**config.mk**
```make
export PLATFORM = sky130hd
export DESIGN_NAME = json_token_lexer
export DESIGN_NICKNAME = d
export VERILOG_FILES = /design/src/sv/jtl_pkg.sv /design/src/sv/jtl_core.sv /design/src/sv/jtl_out_buf.sv /design/src/sv/json_token_lexer.sv
export SDC_FILE = /design/constraint.sdc
export NUM_CORES = 1
export LEC_CHECK = 0
export BUFFER_PORTS_ARGS = -buffer_cell sky130_fd_sc_hd__buf_2
export CAP_MARGIN = 15
export CORE_MARGIN = 2
export CORE_UTILIZATION = 60
export CTS_BUF_LIST = sky130_fd_sc_hd__clkbuf_4 sky130_fd_sc_hd__clkbuf_8 sky130_fd_sc_hd__clkbuf_16
export CTS_CLUSTER_DIAMETER = 100
export DETAILED_ROUTE_END_ITERATION = 8
export PLACE_DENSITY = 0.77
export SYNTH_ARGS = -nofsm -noshare
export SYNTH_HDL_FRONTEND = slang
export SYNTH_SLANG_ARGS = --single-unit
```
**constraint.sdc**
```tcl
create_clock -name clk -period 17.6 [get_ports clk]
set_input_delay 2.64 -clock clk [delete_from_list [all_inputs] [get_ports clk]]
set_output_delay 2.64 -clock clk [all_outputs]
set_load 0.02 [all_outputs]
```
**src/sv/jtl_pkg.sv**
```systemverilog
// shared types, codes and helpers for the json token lexer
`default_nettype none

package jtl_pkg;

  localparam int POS_BITS_DEF = 32;
  localparam int TOK_BITS     = 32;
  localparam int MAX_RES      = 3;
  localparam int FIFO_DEPTH   = 4;  // power of two
  localparam int FIFO_AW      = $clog2(FIFO_DEPTH);

  localparam logic [7:0] CH_SPACE  = 8'h20;
  localparam logic [7:0] CH_TAB    = 8'h09;
  localparam logic [7:0] CH_LF     = 8'h0A;
  localparam logic [7:0] CH_CR     = 8'h0D;
  localparam logic [7:0] CH_QUOTE  = 8'h22;
  localparam logic [7:0] CH_BSLASH = 8'h5C;
  localparam logic [7:0] CH_SLASH  = 8'h2F;
  localparam logic [7:0] CH_LBRACE = 8'h7B;
  localparam logic [7:0] CH_RBRACE = 8'h7D;
  localparam logic [7:0] CH_LBRACK = 8'h5B;
  localparam logic [7:0] CH_RBRACK = 8'h5D;
  localparam logic [7:0] CH_COMMA  = 8'h2C;
  localparam logic [7:0] CH_COLON  = 8'h3A;
  localparam logic [7:0] CH_LOW_U  = 8'h75;

  localparam logic [15:0] CP_TWO_BYTE   = 16'h0080;
  localparam logic [15:0] CP_THREE_BYTE = 16'h0800;
  localparam logic [7:0]  UTF8_LEAD2    = 8'b1100_0000;
  localparam logic [7:0]  UTF8_LEAD3    = 8'b1110_0000;
  localparam logic [7:0]  UTF8_CONT     = 8'b1000_0000;

  localparam logic [2:0] HEX_DIGITS = 3'd4;

  typedef enum logic [1:0] {
    MODE_IDLE = 2'd0,
    MODE_STR  = 2'd1,
    MODE_ESC  = 2'd2,
    MODE_HEX  = 2'd3
  } mode_t;

  typedef enum logic [3:0] {
    K_CONTENT  = 4'd0,
    K_STR_END  = 4'd1,
    K_LBRACE   = 4'd2,
    K_RBRACE   = 4'd3,
    K_LBRACKET = 4'd4,
    K_RBRACKET = 4'd5,
    K_COMMA    = 4'd6,
    K_COLON    = 4'd7,
    K_EOF      = 4'd8,
    K_INVALID  = 4'd9
  } kind_t;

  typedef enum logic [2:0] {
    E_NONE     = 3'd0,
    E_UNEXPECT = 3'd1,
    E_NO_CLOSE = 3'd2,
    E_BAD_HEX  = 3'd3,
    E_BAD_ESC  = 3'd4,
    E_CTRL     = 3'd5
  } err_t;

  typedef struct packed {
    kind_t               kind;
    logic [7:0]          data;
    err_t                err;
    logic [TOK_BITS-1:0] start;
  } res_t;

  typedef struct packed {
    logic [1:0]             cnt;
    res_t [MAX_RES-1:0]     slot;
  } group_t;

  function automatic res_t mk_res(kind_t kind, logic [7:0] data, err_t err,
                                  logic [TOK_BITS-1:0] start);
    res_t r;
    r.kind  = kind;
    r.data  = data;
    r.err   = err;
    r.start = start;
    return r;
  endfunction

  // {valid, value}
  function automatic logic [4:0] hex_value(logic [7:0] c);
    logic [4:0] r;
    r = 5'd0;
    if (c >= 8'h30 && c <= 8'h39) begin
      r = {1'b1, 4'(c - 8'h30)};
    end else if (c >= 8'h61 && c <= 8'h66) begin
      r = {1'b1, 4'(c - 8'h57)};
    end else if (c >= 8'h41 && c <= 8'h46) begin
      r = {1'b1, 4'(c - 8'h37)};
    end
    return r;
  endfunction

  // {valid, decoded byte}
  function automatic logic [8:0] simple_escape(logic [7:0] c);
    logic [8:0] r;
    unique case (c)
      CH_QUOTE:  r = {1'b1, CH_QUOTE};
      CH_BSLASH: r = {1'b1, CH_BSLASH};
      CH_SLASH:  r = {1'b1, CH_SLASH};
      8'h62:     r = {1'b1, 8'h08};
      8'h66:     r = {1'b1, 8'h0C};
      8'h6E:     r = {1'b1, 8'h0A};
      8'h72:     r = {1'b1, 8'h0D};
      8'h74:     r = {1'b1, 8'h09};
      default:   r = 9'd0;
    endcase
    return r;
  endfunction

endpackage

`default_nettype wire

```
**src/sv/jtl_core.sv**
```systemverilog
// lexer state and per-byte decode into a group of up to three results
`default_nettype none

module jtl_core
  import jtl_pkg::*;
#(
  parameter int POSITION_BITS = POS_BITS_DEF
) (
  input  wire logic       clk,
  input  wire logic       rst_n,
  input  wire logic       in_valid,
  input  wire logic       in_ready,
  input  wire logic [7:0] in_byte,
  input  wire logic       in_is_end,
  output logic            push,
  output group_t          grp
);

  mode_t                    mode_r, mode_nxt;
  logic [2:0]               hex_left_r, hex_left_nxt;
  logic [15:0]              acc_r, acc_nxt;
  logic [POSITION_BITS-1:0] pos_r, pos_nxt;
  logic [POSITION_BITS-1:0] ss_r, ss_nxt;

  logic                accept;
  logic [TOK_BITS-1:0] pos_tok;
  logic [TOK_BITS-1:0] ss_tok;
  logic [4:0]          hex;
  logic [8:0]          esc;
  logic [2:0]          hex_dec;
  logic                hex_done;
  logic [15:0]         cp;

  assign accept   = in_valid && in_ready;
  assign pos_tok  = TOK_BITS'(pos_r);
  assign ss_tok   = TOK_BITS'(ss_r);
  assign hex      = hex_value(in_byte);
  assign esc      = simple_escape(in_byte);
  assign hex_dec  = hex_left_r - 3'd1;
  assign hex_done = (hex_dec == 3'd0) || (hex_dec > HEX_DIGITS);
  assign cp       = {acc_r[11:0], hex[3:0]};

  // next state
  always_comb begin
    mode_nxt     = mode_r;
    hex_left_nxt = hex_left_r;
    acc_nxt      = acc_r;
    pos_nxt      = pos_r;
    ss_nxt       = ss_r;
    if (in_is_end) begin
      mode_nxt     = MODE_IDLE;
      hex_left_nxt = 3'd0;
    end else begin
      pos_nxt = pos_r + 1'b1;
      unique case (mode_r)
        MODE_IDLE: begin
          if (in_byte == CH_QUOTE) begin
            ss_nxt   = pos_r;
            mode_nxt = MODE_STR;
          end
        end
        MODE_STR: begin
          if (in_byte == CH_QUOTE || in_byte < CH_SPACE) begin
            mode_nxt = MODE_IDLE;
          end else if (in_byte == CH_BSLASH) begin
            mode_nxt = MODE_ESC;
          end
        end
        MODE_ESC: begin
          if (in_byte == CH_LOW_U) begin
            mode_nxt     = MODE_HEX;
            hex_left_nxt = HEX_DIGITS;
            acc_nxt      = 16'd0;
          end else if (esc[8]) begin
            mode_nxt = MODE_STR;
          end else begin
            mode_nxt = MODE_IDLE;
          end
        end
        MODE_HEX: begin
          if (!hex[4]) begin
            mode_nxt     = MODE_IDLE;
            hex_left_nxt = 3'd0;
          end else begin
            acc_nxt = cp;
            if (hex_done) begin
              hex_left_nxt = 3'd0;
              mode_nxt     = MODE_STR;
            end else begin
              hex_left_nxt = hex_dec;
            end
          end
        end
        default: mode_nxt = MODE_IDLE;
      endcase
    end
  end

  // result group
  always_comb begin
    grp = '0;
    if (in_is_end) begin
      if (mode_r != MODE_IDLE) begin
        grp.cnt     = 2'd2;
        grp.slot[0] = mk_res(K_INVALID, 8'd0, E_NO_CLOSE, ss_tok);
        grp.slot[1] = mk_res(K_EOF, 8'd0, E_NONE, pos_tok);
      end else begin
        grp.cnt     = 2'd1;
        grp.slot[0] = mk_res(K_EOF, 8'd0, E_NONE, pos_tok);
      end
    end else begin
      unique case (mode_r)
        MODE_IDLE: begin
          grp.cnt = 2'd1;
          unique case (in_byte)
            CH_SPACE, CH_TAB, CH_LF, CH_CR, CH_QUOTE: grp.cnt = 2'd0;
            CH_LBRACE: grp.slot[0] = mk_res(K_LBRACE, 8'd0, E_NONE, pos_tok);
            CH_RBRACE: grp.slot[0] = mk_res(K_RBRACE, 8'd0, E_NONE, pos_tok);
            CH_LBRACK: grp.slot[0] = mk_res(K_LBRACKET, 8'd0, E_NONE, pos_tok);
            CH_RBRACK: grp.slot[0] = mk_res(K_RBRACKET, 8'd0, E_NONE, pos_tok);
            CH_COMMA:  grp.slot[0] = mk_res(K_COMMA, 8'd0, E_NONE, pos_tok);
            CH_COLON:  grp.slot[0] = mk_res(K_COLON, 8'd0, E_NONE, pos_tok);
            default:   grp.slot[0] = mk_res(K_INVALID, 8'd0, E_UNEXPECT, pos_tok);
          endcase
        end
        MODE_STR: begin
          grp.cnt = 2'd1;
          if (in_byte == CH_QUOTE) begin
            grp.slot[0] = mk_res(K_STR_END, 8'd0, E_NONE, ss_tok);
          end else if (in_byte == CH_BSLASH) begin
            grp.cnt = 2'd0;
          end else if (in_byte < CH_SPACE) begin
            grp.slot[0] = mk_res(K_INVALID, 8'd0, E_CTRL, ss_tok);
          end else begin
            grp.slot[0] = mk_res(K_CONTENT, in_byte, E_NONE, ss_tok);
          end
        end
        MODE_ESC: begin
          grp.cnt = 2'd1;
          if (in_byte == CH_LOW_U) begin
            grp.cnt = 2'd0;
          end else if (esc[8]) begin
            grp.slot[0] = mk_res(K_CONTENT, esc[7:0], E_NONE, ss_tok);
          end else begin
            grp.slot[0] = mk_res(K_INVALID, 8'd0, E_BAD_ESC, ss_tok);
          end
        end
        MODE_HEX: begin
          if (!hex[4]) begin
            grp.cnt     = 2'd1;
            grp.slot[0] = mk_res(K_INVALID, 8'd0, E_BAD_HEX, ss_tok);
          end else if (hex_done) begin
            if (cp < CP_TWO_BYTE) begin
              grp.cnt     = 2'd1;
              grp.slot[0] = mk_res(K_CONTENT, cp[7:0], E_NONE, ss_tok);
            end else if (cp < CP_THREE_BYTE) begin
              grp.cnt     = 2'd2;
              grp.slot[0] = mk_res(K_CONTENT, UTF8_LEAD2 | {3'd0, cp[10:6]}, E_NONE, ss_tok);
              grp.slot[1] = mk_res(K_CONTENT, UTF8_CONT | {2'd0, cp[5:0]}, E_NONE, ss_tok);
            end else begin
              grp.cnt     = 2'd3;
              grp.slot[0] = mk_res(K_CONTENT, UTF8_LEAD3 | {4'd0, cp[15:12]}, E_NONE, ss_tok);
              grp.slot[1] = mk_res(K_CONTENT, UTF8_CONT | {2'd0, cp[11:6]}, E_NONE, ss_tok);
              grp.slot[2] = mk_res(K_CONTENT, UTF8_CONT | {2'd0, cp[5:0]}, E_NONE, ss_tok);
            end
          end
        end
        default: grp.cnt = 2'd0;
      endcase
    end
  end

  assign push = accept && (grp.cnt != 2'd0);

  always_ff @(posedge clk) begin
    if (!rst_n) begin
      mode_r     <= MODE_IDLE;
      hex_left_r <= 3'd0;
      acc_r      <= 16'd0;
      pos_r      <= '0;
      ss_r       <= '0;
    end else if (accept) begin
      mode_r     <= mode_nxt;
      hex_left_r <= hex_left_nxt;
      acc_r      <= acc_nxt;
      pos_r      <= pos_nxt;
      ss_r       <= ss_nxt;
    end
  end

endmodule

`default_nettype wire

```
**src/sv/jtl_out_buf.sv**
```systemverilog
// result group queue that hands out one result per request
`default_nettype none

module jtl_out_buf
  import jtl_pkg::*;
(
  input  wire logic    clk,
  input  wire logic    rst_n,
  input  wire logic    push,
  input  wire group_t  grp,
  output logic         full,
  output logic         out_valid,
  input  wire logic    out_ready,
  output res_t         res,
  output logic         res_last
);

  group_t               mem [FIFO_DEPTH];
  logic [FIFO_AW-1:0]   wr_ptr_r, rd_ptr_r;
  logic [FIFO_AW:0]     count_r, count_nxt;
  logic [1:0]           sub_r;
  group_t               head;
  logic                 take;
  logic                 pop;

  assign head      = mem[rd_ptr_r];
  assign full      = (count_r == (FIFO_AW + 1)'(FIFO_DEPTH));
  assign out_valid = (count_r != '0);
  assign res_last  = ((sub_r + 2'd1) == head.cnt);
  assign take      = out_valid && out_ready;
  assign pop       = take && res_last;

  always_comb begin
    unique case (sub_r)
      2'd1:    res = head.slot[1];
      2'd2:    res = head.slot[2];
      default: res = head.slot[0];
    endcase
  end

  always_comb begin
    count_nxt = count_r;
    if (push && !pop) begin
      count_nxt = count_r + 1'b1;
    end else if (pop && !push) begin
      count_nxt = count_r - 1'b1;
    end
  end

  always_ff @(posedge clk) begin
    if (push) begin
      mem[wr_ptr_r] <= grp;
    end
  end

  always_ff @(posedge clk) begin
    if (!rst_n) begin
      wr_ptr_r <= '0;
      rd_ptr_r <= '0;
      count_r  <= '0;
      sub_r    <= 2'd0;
    end else begin
      count_r <= count_nxt;
      if (push) begin
        wr_ptr_r <= wr_ptr_r + 1'b1;
      end
      if (pop) begin
        rd_ptr_r <= rd_ptr_r + 1'b1;
        sub_r    <= 2'd0;
      end else if (take) begin
        sub_r <= sub_r + 2'd1;
      end
    end
  end

endmodule

`default_nettype wire

```
**src/sv/json_token_lexer.sv**
```systemverilog
// json token lexer top level: byte decode followed by a result queue
//
// Input channel in_*: one source byte per request, or an end marker when
// in_is_end is high. Output channel out_*: one token or decoded string byte
// per request, each with kind, byte, error code, start offset and a flag on
// the last result caused by its source request.
// A request is taken on every cycle while in_ready is high; the byte is
// decoded in the cycle it arrives and its results are written to the queue.
// A request yields zero to three results; the queue holds four groups, and
// the out side moves one result per cycle while out_ready is high, so the
// block keeps one source byte per cycle as long as three-byte code points
// stay spaced by their escape sequence. in_ready drops only when the queue
// is full, which happens when the receiver stalls out_ready; held results
// stay stable. Synchronous reset returns the lexer to idle outside any
// string, clears the position counter and empties the queue.
`default_nettype none

module json_token_lexer
  import jtl_pkg::*;
#(
  parameter int POSITION_BITS = POS_BITS_DEF
) (
  input  wire logic                clk,
  input  wire logic                rst_n,
  input  wire logic                in_valid,
  output logic                     in_ready,
  input  wire logic [7:0]          in_byte,
  input  wire logic                in_is_end,
  output logic                     out_valid,
  input  wire logic                out_ready,
  output logic [3:0]               out_kind,
  output logic [7:0]               out_byte,
  output logic [2:0]               out_error_code,
  output logic [TOK_BITS-1:0]      out_token_start,
  output logic                     out_last
);

  logic   push;
  logic   full;
  group_t grp;
  res_t   res;

  assign in_ready = !full;

  jtl_core #(
    .POSITION_BITS(POSITION_BITS)
  ) u_core (
    .clk       (clk),
    .rst_n     (rst_n),
    .in_valid  (in_valid),
    .in_ready  (in_ready),
    .in_byte   (in_byte),
    .in_is_end (in_is_end),
    .push      (push),
    .grp       (grp)
  );

  jtl_out_buf u_out_buf (
    .clk       (clk),
    .rst_n     (rst_n),
    .push      (push),
    .grp       (grp),
    .full      (full),
    .out_valid (out_valid),
    .out_ready (out_ready),
    .res       (res),
    .res_last  (out_last)
  );

  assign out_kind        = res.kind;
  assign out_byte        = res.data;
  assign out_error_code  = res.err;
  assign out_token_start = res.start;

  a_full_has_output: assert property (@(posedge clk) disable iff (!rst_n)
    !in_ready |-> out_valid)
    else $error("queue full with nothing to send");

  a_token_is_last: assert property (@(posedge clk) disable iff (!rst_n)
    out_valid && out_kind != K_CONTENT && out_kind != K_INVALID |-> out_last)
    else $error("token result not marked last");

  a_byte_only_content: assert property (@(posedge clk) disable iff (!rst_n)
    out_valid && out_kind != K_CONTENT |-> out_byte == 8'd0)
    else $error("byte set on non-content result");

  a_err_only_invalid: assert property (@(posedge clk) disable iff (!rst_n)
    out_valid |-> ((out_kind == K_INVALID) == (out_error_code != E_NONE)))
    else $error("error code does not match kind");

endmodule

`default_nettype wire

```
== Yosys cells after proc, flatten, opt, wreduce, memory -nomap -nowiden ==
Memory sizes are Yosys's and may differ from the RTL's. A register that Yosys moved wholly into a read port is not among the register bits.
Index checks and enable logic that the tools add are counted.

* Flip-flop bits (word level): 90
* RAM bits: 572
* Output and inout port bits: 50
* Memories: 1

* $add $sub $neg: 10
* Magnitude comparators: 10
* Eq/ne operators: 32
* Mux-type cells: 57
* Bitwise operators: 2
* Reduce and logical (&&, ||, !) cells: 29

{| class="wikitable"
|+ Memory list
! memory !! depth !! bits a word !! read ports !! clocked after memory_dff !! wr ports !! RTL line !! source
|-
| u_out_buf.mem || 4 || 143 || 1 || 1 || 1 || jtl_out_buf.sv:18 || <nowiki>group_t mem [FIFO_DEPTH];</nowiki>
|}

{| class="wikitable"
|+ Operators by type and width
! cell !! count
|-
| $mux W47 || 9
|-
| $mux W94 || 4
|-
| $pmux W47 S7 || 1
|-
| $pmux W47 S4 || 1
|-
| $mux W143 || 1
|-
| $pmux W47 S2 || 1
|-
| $eq A8 B7 Y1 const B || 11
|-
| $mux W88 || 1
|-
| $pmux W9 S8 || 1
|-
| $mux W44 || 1
|-
| $mux W43 || 1
|-
| $eq A8 B6 Y1 const B || 5
|-
| $add A32 B1 Y32 const B || 1
|-
| $mux W2 || 14
|-
| $eq A8 B4 Y1 const B || 3
|-
| $mux W12 || 2
|-
| $pmux W12 S2 || 1
|-
| $mux W3 || 6
|-
| $ge A8 B7 Y1 const B || 2
|-
| $le A8 B7 Y1 const B || 2
|-
| $lt A16 B12 Y1 const B || 1
|-
| $lt A16 B8 Y1 const B || 1
|-
| $pmux W2 S4 || 2
|-
| $mux W5 || 3
|-
| other kinds (33) || 65
|}

== Logic depth before layout (Yosys ltp) ==
* Depth in word-level cells: 18
* Mapped depth: 15

== Hierarchy ==
From an unflattened synthesis, not the netlist that was laid out.

* Cells, all modules: 1704
* Area, all modules: 27664.0 µm²

{| class="wikitable"
|+ Modules (own cells, without submodules)
! module !! instances !! cells an instance !! area an instance (µm²) !! seq. area each (µm²)
|-
| jtl_out_buf || 1 || 979 || 22073.7 || 17396.7
|-
| jtl_core || 1 || 724 || 5586.6 || 1621.6
|-
| json_token_lexer || 1 || 1 || 3.8 || 0.0
|}

== Worst setup path after synthesis ==
No wires, ideal clock.

* Kind: input to register
* Start: in in_byte[0]
* End: mem u_out_buf.mem[0][0] in the netlist's numbering (enable)
* Data arrival time: 7.220 ns
* Data required time: 17.097 ns
* Path slack: 9.877 ns
* Stages on the path: 7
* Path buffers: 0
* Path through: inv_1 > ha_1 > or3b_2 > and4_1 > nor3_1 > or4_4 > and3_1

* Longest elaborated chain between the ends: 16
* Elaborated cells on any way between the ends: 39

{| class="wikitable"
|+ Ends and longest elaborated chain
! what !! RTL line !! source
|-
| from (decl) || json_token_lexer.sv:27 || <nowiki>input wire logic [7:0] in_byte,</nowiki>
|-
| $ge A8 B7 Y1 / $le A8 B7 Y1 (equally long branches) || jtl_pkg.sv:94 || <nowiki>end else if (c >= 8'h41 && c <= 8'h46) begin</nowiki>
|-
| $logic_and A1 B1 Y1 || jtl_pkg.sv:94 ||
|-
| $mux W5 || jtl_pkg.sv:94 ||
|-
| $mux W5 || jtl_pkg.sv:92 || <nowiki>end else if (c >= 8'h61 && c <= 8'h66) begin</nowiki>
|-
| $mux W5 || jtl_pkg.sv:90 || <nowiki>if (c >= 8'h30 && c <= 8'h39) begin</nowiki>
|-
| $lt A16 B12 Y1 || jtl_core.sv:156 || <nowiki>end else if (cp < CP_THREE_BYTE) begin</nowiki>
|-
| $mux W1 || jtl_core.sv:156 ||
|-
| $mux W2 || jtl_core.sv:153 || <nowiki>if (cp < CP_TWO_BYTE) begin</nowiki>
|-
| $mux W143 || jtl_core.sv:152 || <nowiki>end else if (hex_done) begin</nowiki>
|-
| $mux W2 || jtl_core.sv:149 || <nowiki>if (!hex[4]) begin</nowiki>
|-
| $pmux W2 S4 (*) || jtl_core.sv:112 || <nowiki>unique case (mode_r)</nowiki>
|-
| $mux W2 (*) || jtl_core.sv:102 || <nowiki>if (in_is_end) begin</nowiki>
|-
| $reduce_bool A2 Y1 (*) || jtl_core.sv:173 || <nowiki>assign push = accept && (grp.cnt != 2'd0);</nowiki>
|-
| $logic_and A1 B1 Y1 (*) || jtl_core.sv:173 ||
|-
| $mux W1 (*) || jtl_out_buf.sv:51 || <nowiki>if (push) begin</nowiki>
|-
| $mux W1 (not written as such) (*) || jtl_out_buf.sv:52 || <nowiki>mem[wr_ptr_r] <= grp;</nowiki>
|-
| to (decl) || jtl_out_buf.sv:18 ||
|}

Every way passes the cells marked *; elsewhere a longest branch is shown, timed or not.

== Worst setup path in the final report ==
* Start: in in_byte[0]
* End: mem u_out_buf.mem[1][31] in the netlist's numbering (enable)

Same word-level chain as after synthesis.

==> results by group <==
Routing
  • Final WL: 54540 um
  • Vias post-DR: 14510
  • Final antenna-violating net count: 0
  • DR vias/cell: 6.605
  • Residual DRC: 0
  • DRT iter0 DRCs: 1451
  • Wirelength per Cell: 24.82 um
  • DR pass1 iterations: 6

Logic synthesis
  • Adder-cell share of the synthesized area: 0.8286%
  • Synth Area in Simple Gates: 7.433%
  • Post-synth cell types: 79
  • Register area share after synthesis: 68.69%
  • Mapped cell area: 25070 sq um
  • Main area contributors after synthesis: edfxtp_1 61%, mux4_2 12%, dfxtp_1 7.3%
  • Leading area contributor after synthesis: edfxtp_1
  • Post-synth top area share: 61.34%
  • Main combinational cell family by area after synthesis: multiplexers
  • Async SR Flop Fraction: 0%
  • Synthesis-stage register bit count: 604
  • Mapped Nets: 1603
  • Post-synth EDFFs: 512
  • Synth warn: 0
  • Fraction of synthesized area in multiplexers: 11.62%
  • Synth Area in Compound Gates: 8.196%
  • Xor/xnor cell area share of the yosys netlist: 1.223%
  • Cell count after synthesis: 1574
  • Main synth FF type: edfxtp_1
  • Mean Syn Cell Area: 15.92 sq um

Pwr
  • Seq pwr share: 46.4%
  • Peak supply drop: 0.0001649 V
  • P_sw: 0.001001 W
  • Pleak: 9.100 nW
  • Internal cell power: 0.002694 W
  • PwrDens: 132.9 nW/um^2
  • Net Sw Frac: 27.09%
  • Clock Power Share: 33.3%
  • Comb pwr share: 20.2%

Floorplanning
  • Die boundary height: 208.4 um
  • Core box area: 41020 sq um
  • Die width: 208.4 um
  • Initial Util: 61.11%
  • IO Pins: 63
  • Num rows: 74
  • Die footprint: 43430 sq um

Clocking
  • Clk sinks: 604
  • Root buf cell: clkbuf_16
  • TritonCTS clock tree: yes
  • Worst-Skew Late Latency: 0.62 ns
  • Num CTS Buffers: 57
  • Hold buffers post-CTS: 0
  • Clk slew on worst S/H paths: 0.06 ns
  • Maximum clock path buffer count: 3
  • H-tree levels: 2
  • Post-cts sizing count: 0
  • Post-CTS setup buffers: 0

Job
  • Max Cap Viol: 0

GRT
  • GRT Util Overall: 25.61%
  • Largest net degree at the start of global routing: 90
  • Initial antenna violation count: 0
  • First-pass GRT wire length: 85200 um
  • Global route total overflow: 0
  • Vias in the first global route: 14840

Min path
  • HP Start: u_core.hex_left_r[2]
  • Worst hold path class: flop to flop

STA
  • Worst Skew: 0.02904 ns
  • Tmin final: 6.563 ns
  • Fin Setup TNS: 0 ns
  • Fin Hold WS: 0.4694 ns
  • Worst-Margin Slew: 1.131 ns
  • Peak Freq: 152.4 MHz
  • Max Slew Vio Count: 0
  • Final setup vio count: 0
  • Relative slew slack: 24.58%
  • Tcrit/Tclk final: 37.29%
  • RSZ-0062 raised after global routing: no
  • Final Hold Vio Count: 0

Finish
  • Final #Nets: 1645
  • Synth-to-layout area growth: 10.91%
  • N_diodes: 0
  • Share of cells above drive strength 1: 21.38%
  • Fill cells: 2694

Critical path
  • Critical Path Start: in_byte[0]
  • Worst-path fanout max: 45
  • Slowest-stage cell, CP: and3_4
  • Worst Path Buf+Inv: 5
  • Crit path DAT: 6.79 ns
  • Top Family by Delay on Critical Path: buffers and inverters
  • CP dominant cell by count: buf_4
  • Reg2reg setup slack: 12.61 ns
  • Critical path endpoint category: flop
  • Reg2reg end: u_out_buf.mem[1][31]
  • R2R depth: 12
  • Slowest stage delay, CP: 0.67 ns
  • WP depth: 11
  • Setup CP Type: input pin to flop
  • Worst path required time: 17.83 ns
  • R2r startpoint: u_core.hex_left_r[0]
  • Type of origin of the critical path: input pin
  • Worst path cell trace: buf_2, inv_1, ha_1, or3b_2, nand4_1, a21oi_4, buf_4, or4_4, and3_4, buf_4, buf_4
  • Worst setup endpoint: u_out_buf.mem[1][31]

Place
  • Gpl congestion: 0.8600
  • Port Buffer Count: 62
  • DP HPWL: 30350 um

Status
  • Status: completed
==> placed cells by master (no fill, tap or decap), drive strengths merged, types with 21 or more instances in the layout <==
master / instances
a22oi: 40
a21oi: 73
nor2: 68
and3: 45
a22o: 78
nor3: 22
edfxtp: 512
mux4: 128
xnor2: 21
nand2: 135
clkbuf: 89
inv: 25
o21ai: 56
dfxtp: 92
buf: 85
==> area by class of cell <==
class / instances / area, sq um / area share (%)
Sequential cell: 604 / 17220 / 61.96
Timing Repair Buffer: 85 / 480.5 / 1.728
Clock buffer: 89 / 1765 / 6.351
Multi-Input combinational cell: 845 / 7402 / 26.63
Inverter: 23 / 86.33 / 0.3106
Tap cell: 532 / 665.6 / 2.394
Clock inverter: 19 / 175.2 / 0.6301
==> how the worst min path moves through the flow <==
stage | to | slack (ns) | depth (start not counted)
detailed placement | u_core.hex_left_r[2] | 0.47 | 2
CTS | u_core.hex_left_r[2] | 0.47 | 2
global route | u_core.ss_r[6] | 0.50 | 2
floorplan | u_core.hex_left_r[2] | 0.44 | 2
finish | u_core.hex_left_r[2] | 0.47 | 2
global placement | u_core.hex_left_r[2] | 0.46 | 2
==> metal layers <==
metal | share of wire, % | global-route usage, % | routed length (um)
met1 | 41 | 35.72 | 22300
met2 | 49 | 41.85 | 26520
met3 | 7.4 | 4.106 | 4061
met4 | 3.0 | 8.534 | 1654
met5 | 0 | 0 | 0
==> flip-flops by register name (all words and copies together) (netlist names), 3 cells and up, named ones only <==
signal             flops
u_core.hex_left_r      3
u_core.acc_r          12
u_out_buf.mem        512
u_out_buf.count_r      3
u_core.pos_r          32
u_core.ss_r           32
==> through the flow <==
| step | area (sq um) | total power [W] | util, % | cells | worst slack [ns] |
|---|---|---|---|---|---|
| finish | 27800 | 0.003695 | 67.77 | 2197 | 11.04 |
| global placement | 25850 | 0.002485 | 63.03 | 2088 | 10.50 |
| floorplan | 25070 | 0.002290 | - | 1574 | 9.877 |
| CTS | 27800 | 0.003729 | 67.77 | 2197 | 10.99 |
| detailed placement | 25860 | 0.002503 | 63.04 | 2089 | 10.43 |
| global route | 27800 | 0.003835 | 67.77 | 2197 | 10.78 |
==> synth_stat cells (3+ instances only) <==
| cell type | number |
|---|---|
| mux2i_1 | 3 |
| dfxtp_1 | 92 |
| nand2b_1 | 5 |
| and3_1 | 45 |
| a21oi_1 | 72 |
| clkbuf_1 | 68 |
| a22o_1 | 76 |
| and4_1 | 3 |
| nor4_1 | 8 |
| o21ai_0 | 55 |
| edfxtp_1 | 512 |
| buf_1 | 6 |
| nor3b_1 | 4 |
| nor2_1 | 67 |
| nor2b_1 | 6 |
| a21o_1 | 4 |
| or4_1 | 3 |
| or2_2 | 3 |
| and2_1 | 10 |
| xor2_1 | 14 |
| inv_1 | 22 |
| nand3_1 | 19 |
| a22oi_1 | 40 |
| mux4_2 | 128 |
| o21bai_1 | 3 |
| nand4_1 | 12 |
| ha_1 | 15 |
| xnor2_1 | 21 |
| nand2_1 | 135 |
| nor3_1 | 20 |
| a32o_1 | 4 |
| or3_1 | 11 |
| buf_2 | 28 |
==> cells by family (layout without fill, tap and decap cells) <==
kind of cell,count (synthesis),in the layout
xor gates and xnor gates,35,35
buffers and inverters,125,216
and+or+nand+nor,370,370
muxes,131,131
DFF,604,604
AOI/OAI and AO/OA,293,293
adders and majority gates,16,16
==> power by group through the flow <==
stage | Sequential (W) | Combinational, W | Clock (W)
after CTS | 0.00172 | 0.000762 | 0.00125
after floorplan | 0.00172 | 0.000569 | 0
after global routing | 0.00173 | 0.000808 | 0.00130
final | 0.00172 | 0.000747 | 0.00123
after global placement | 0.00174 | 0.000745 | 0
after detailed placement | 0.00175 | 0.000755 | 0
==> worst register-to-register path, delay by kind of cell, from the launching register on <==
family | cells | cell delay, ns
buffers and inverters | 4 | 1.90
and+or+nand+nor | 3 | 1.27
DFF | 1 | 0.38
xor gates and xnor gates | 1 | 0.14
AOI/OAI and AO/OA | 2 | 0.24
adders and majority gates | 2 | 0.62
Power figures use the tool's default switching activity.
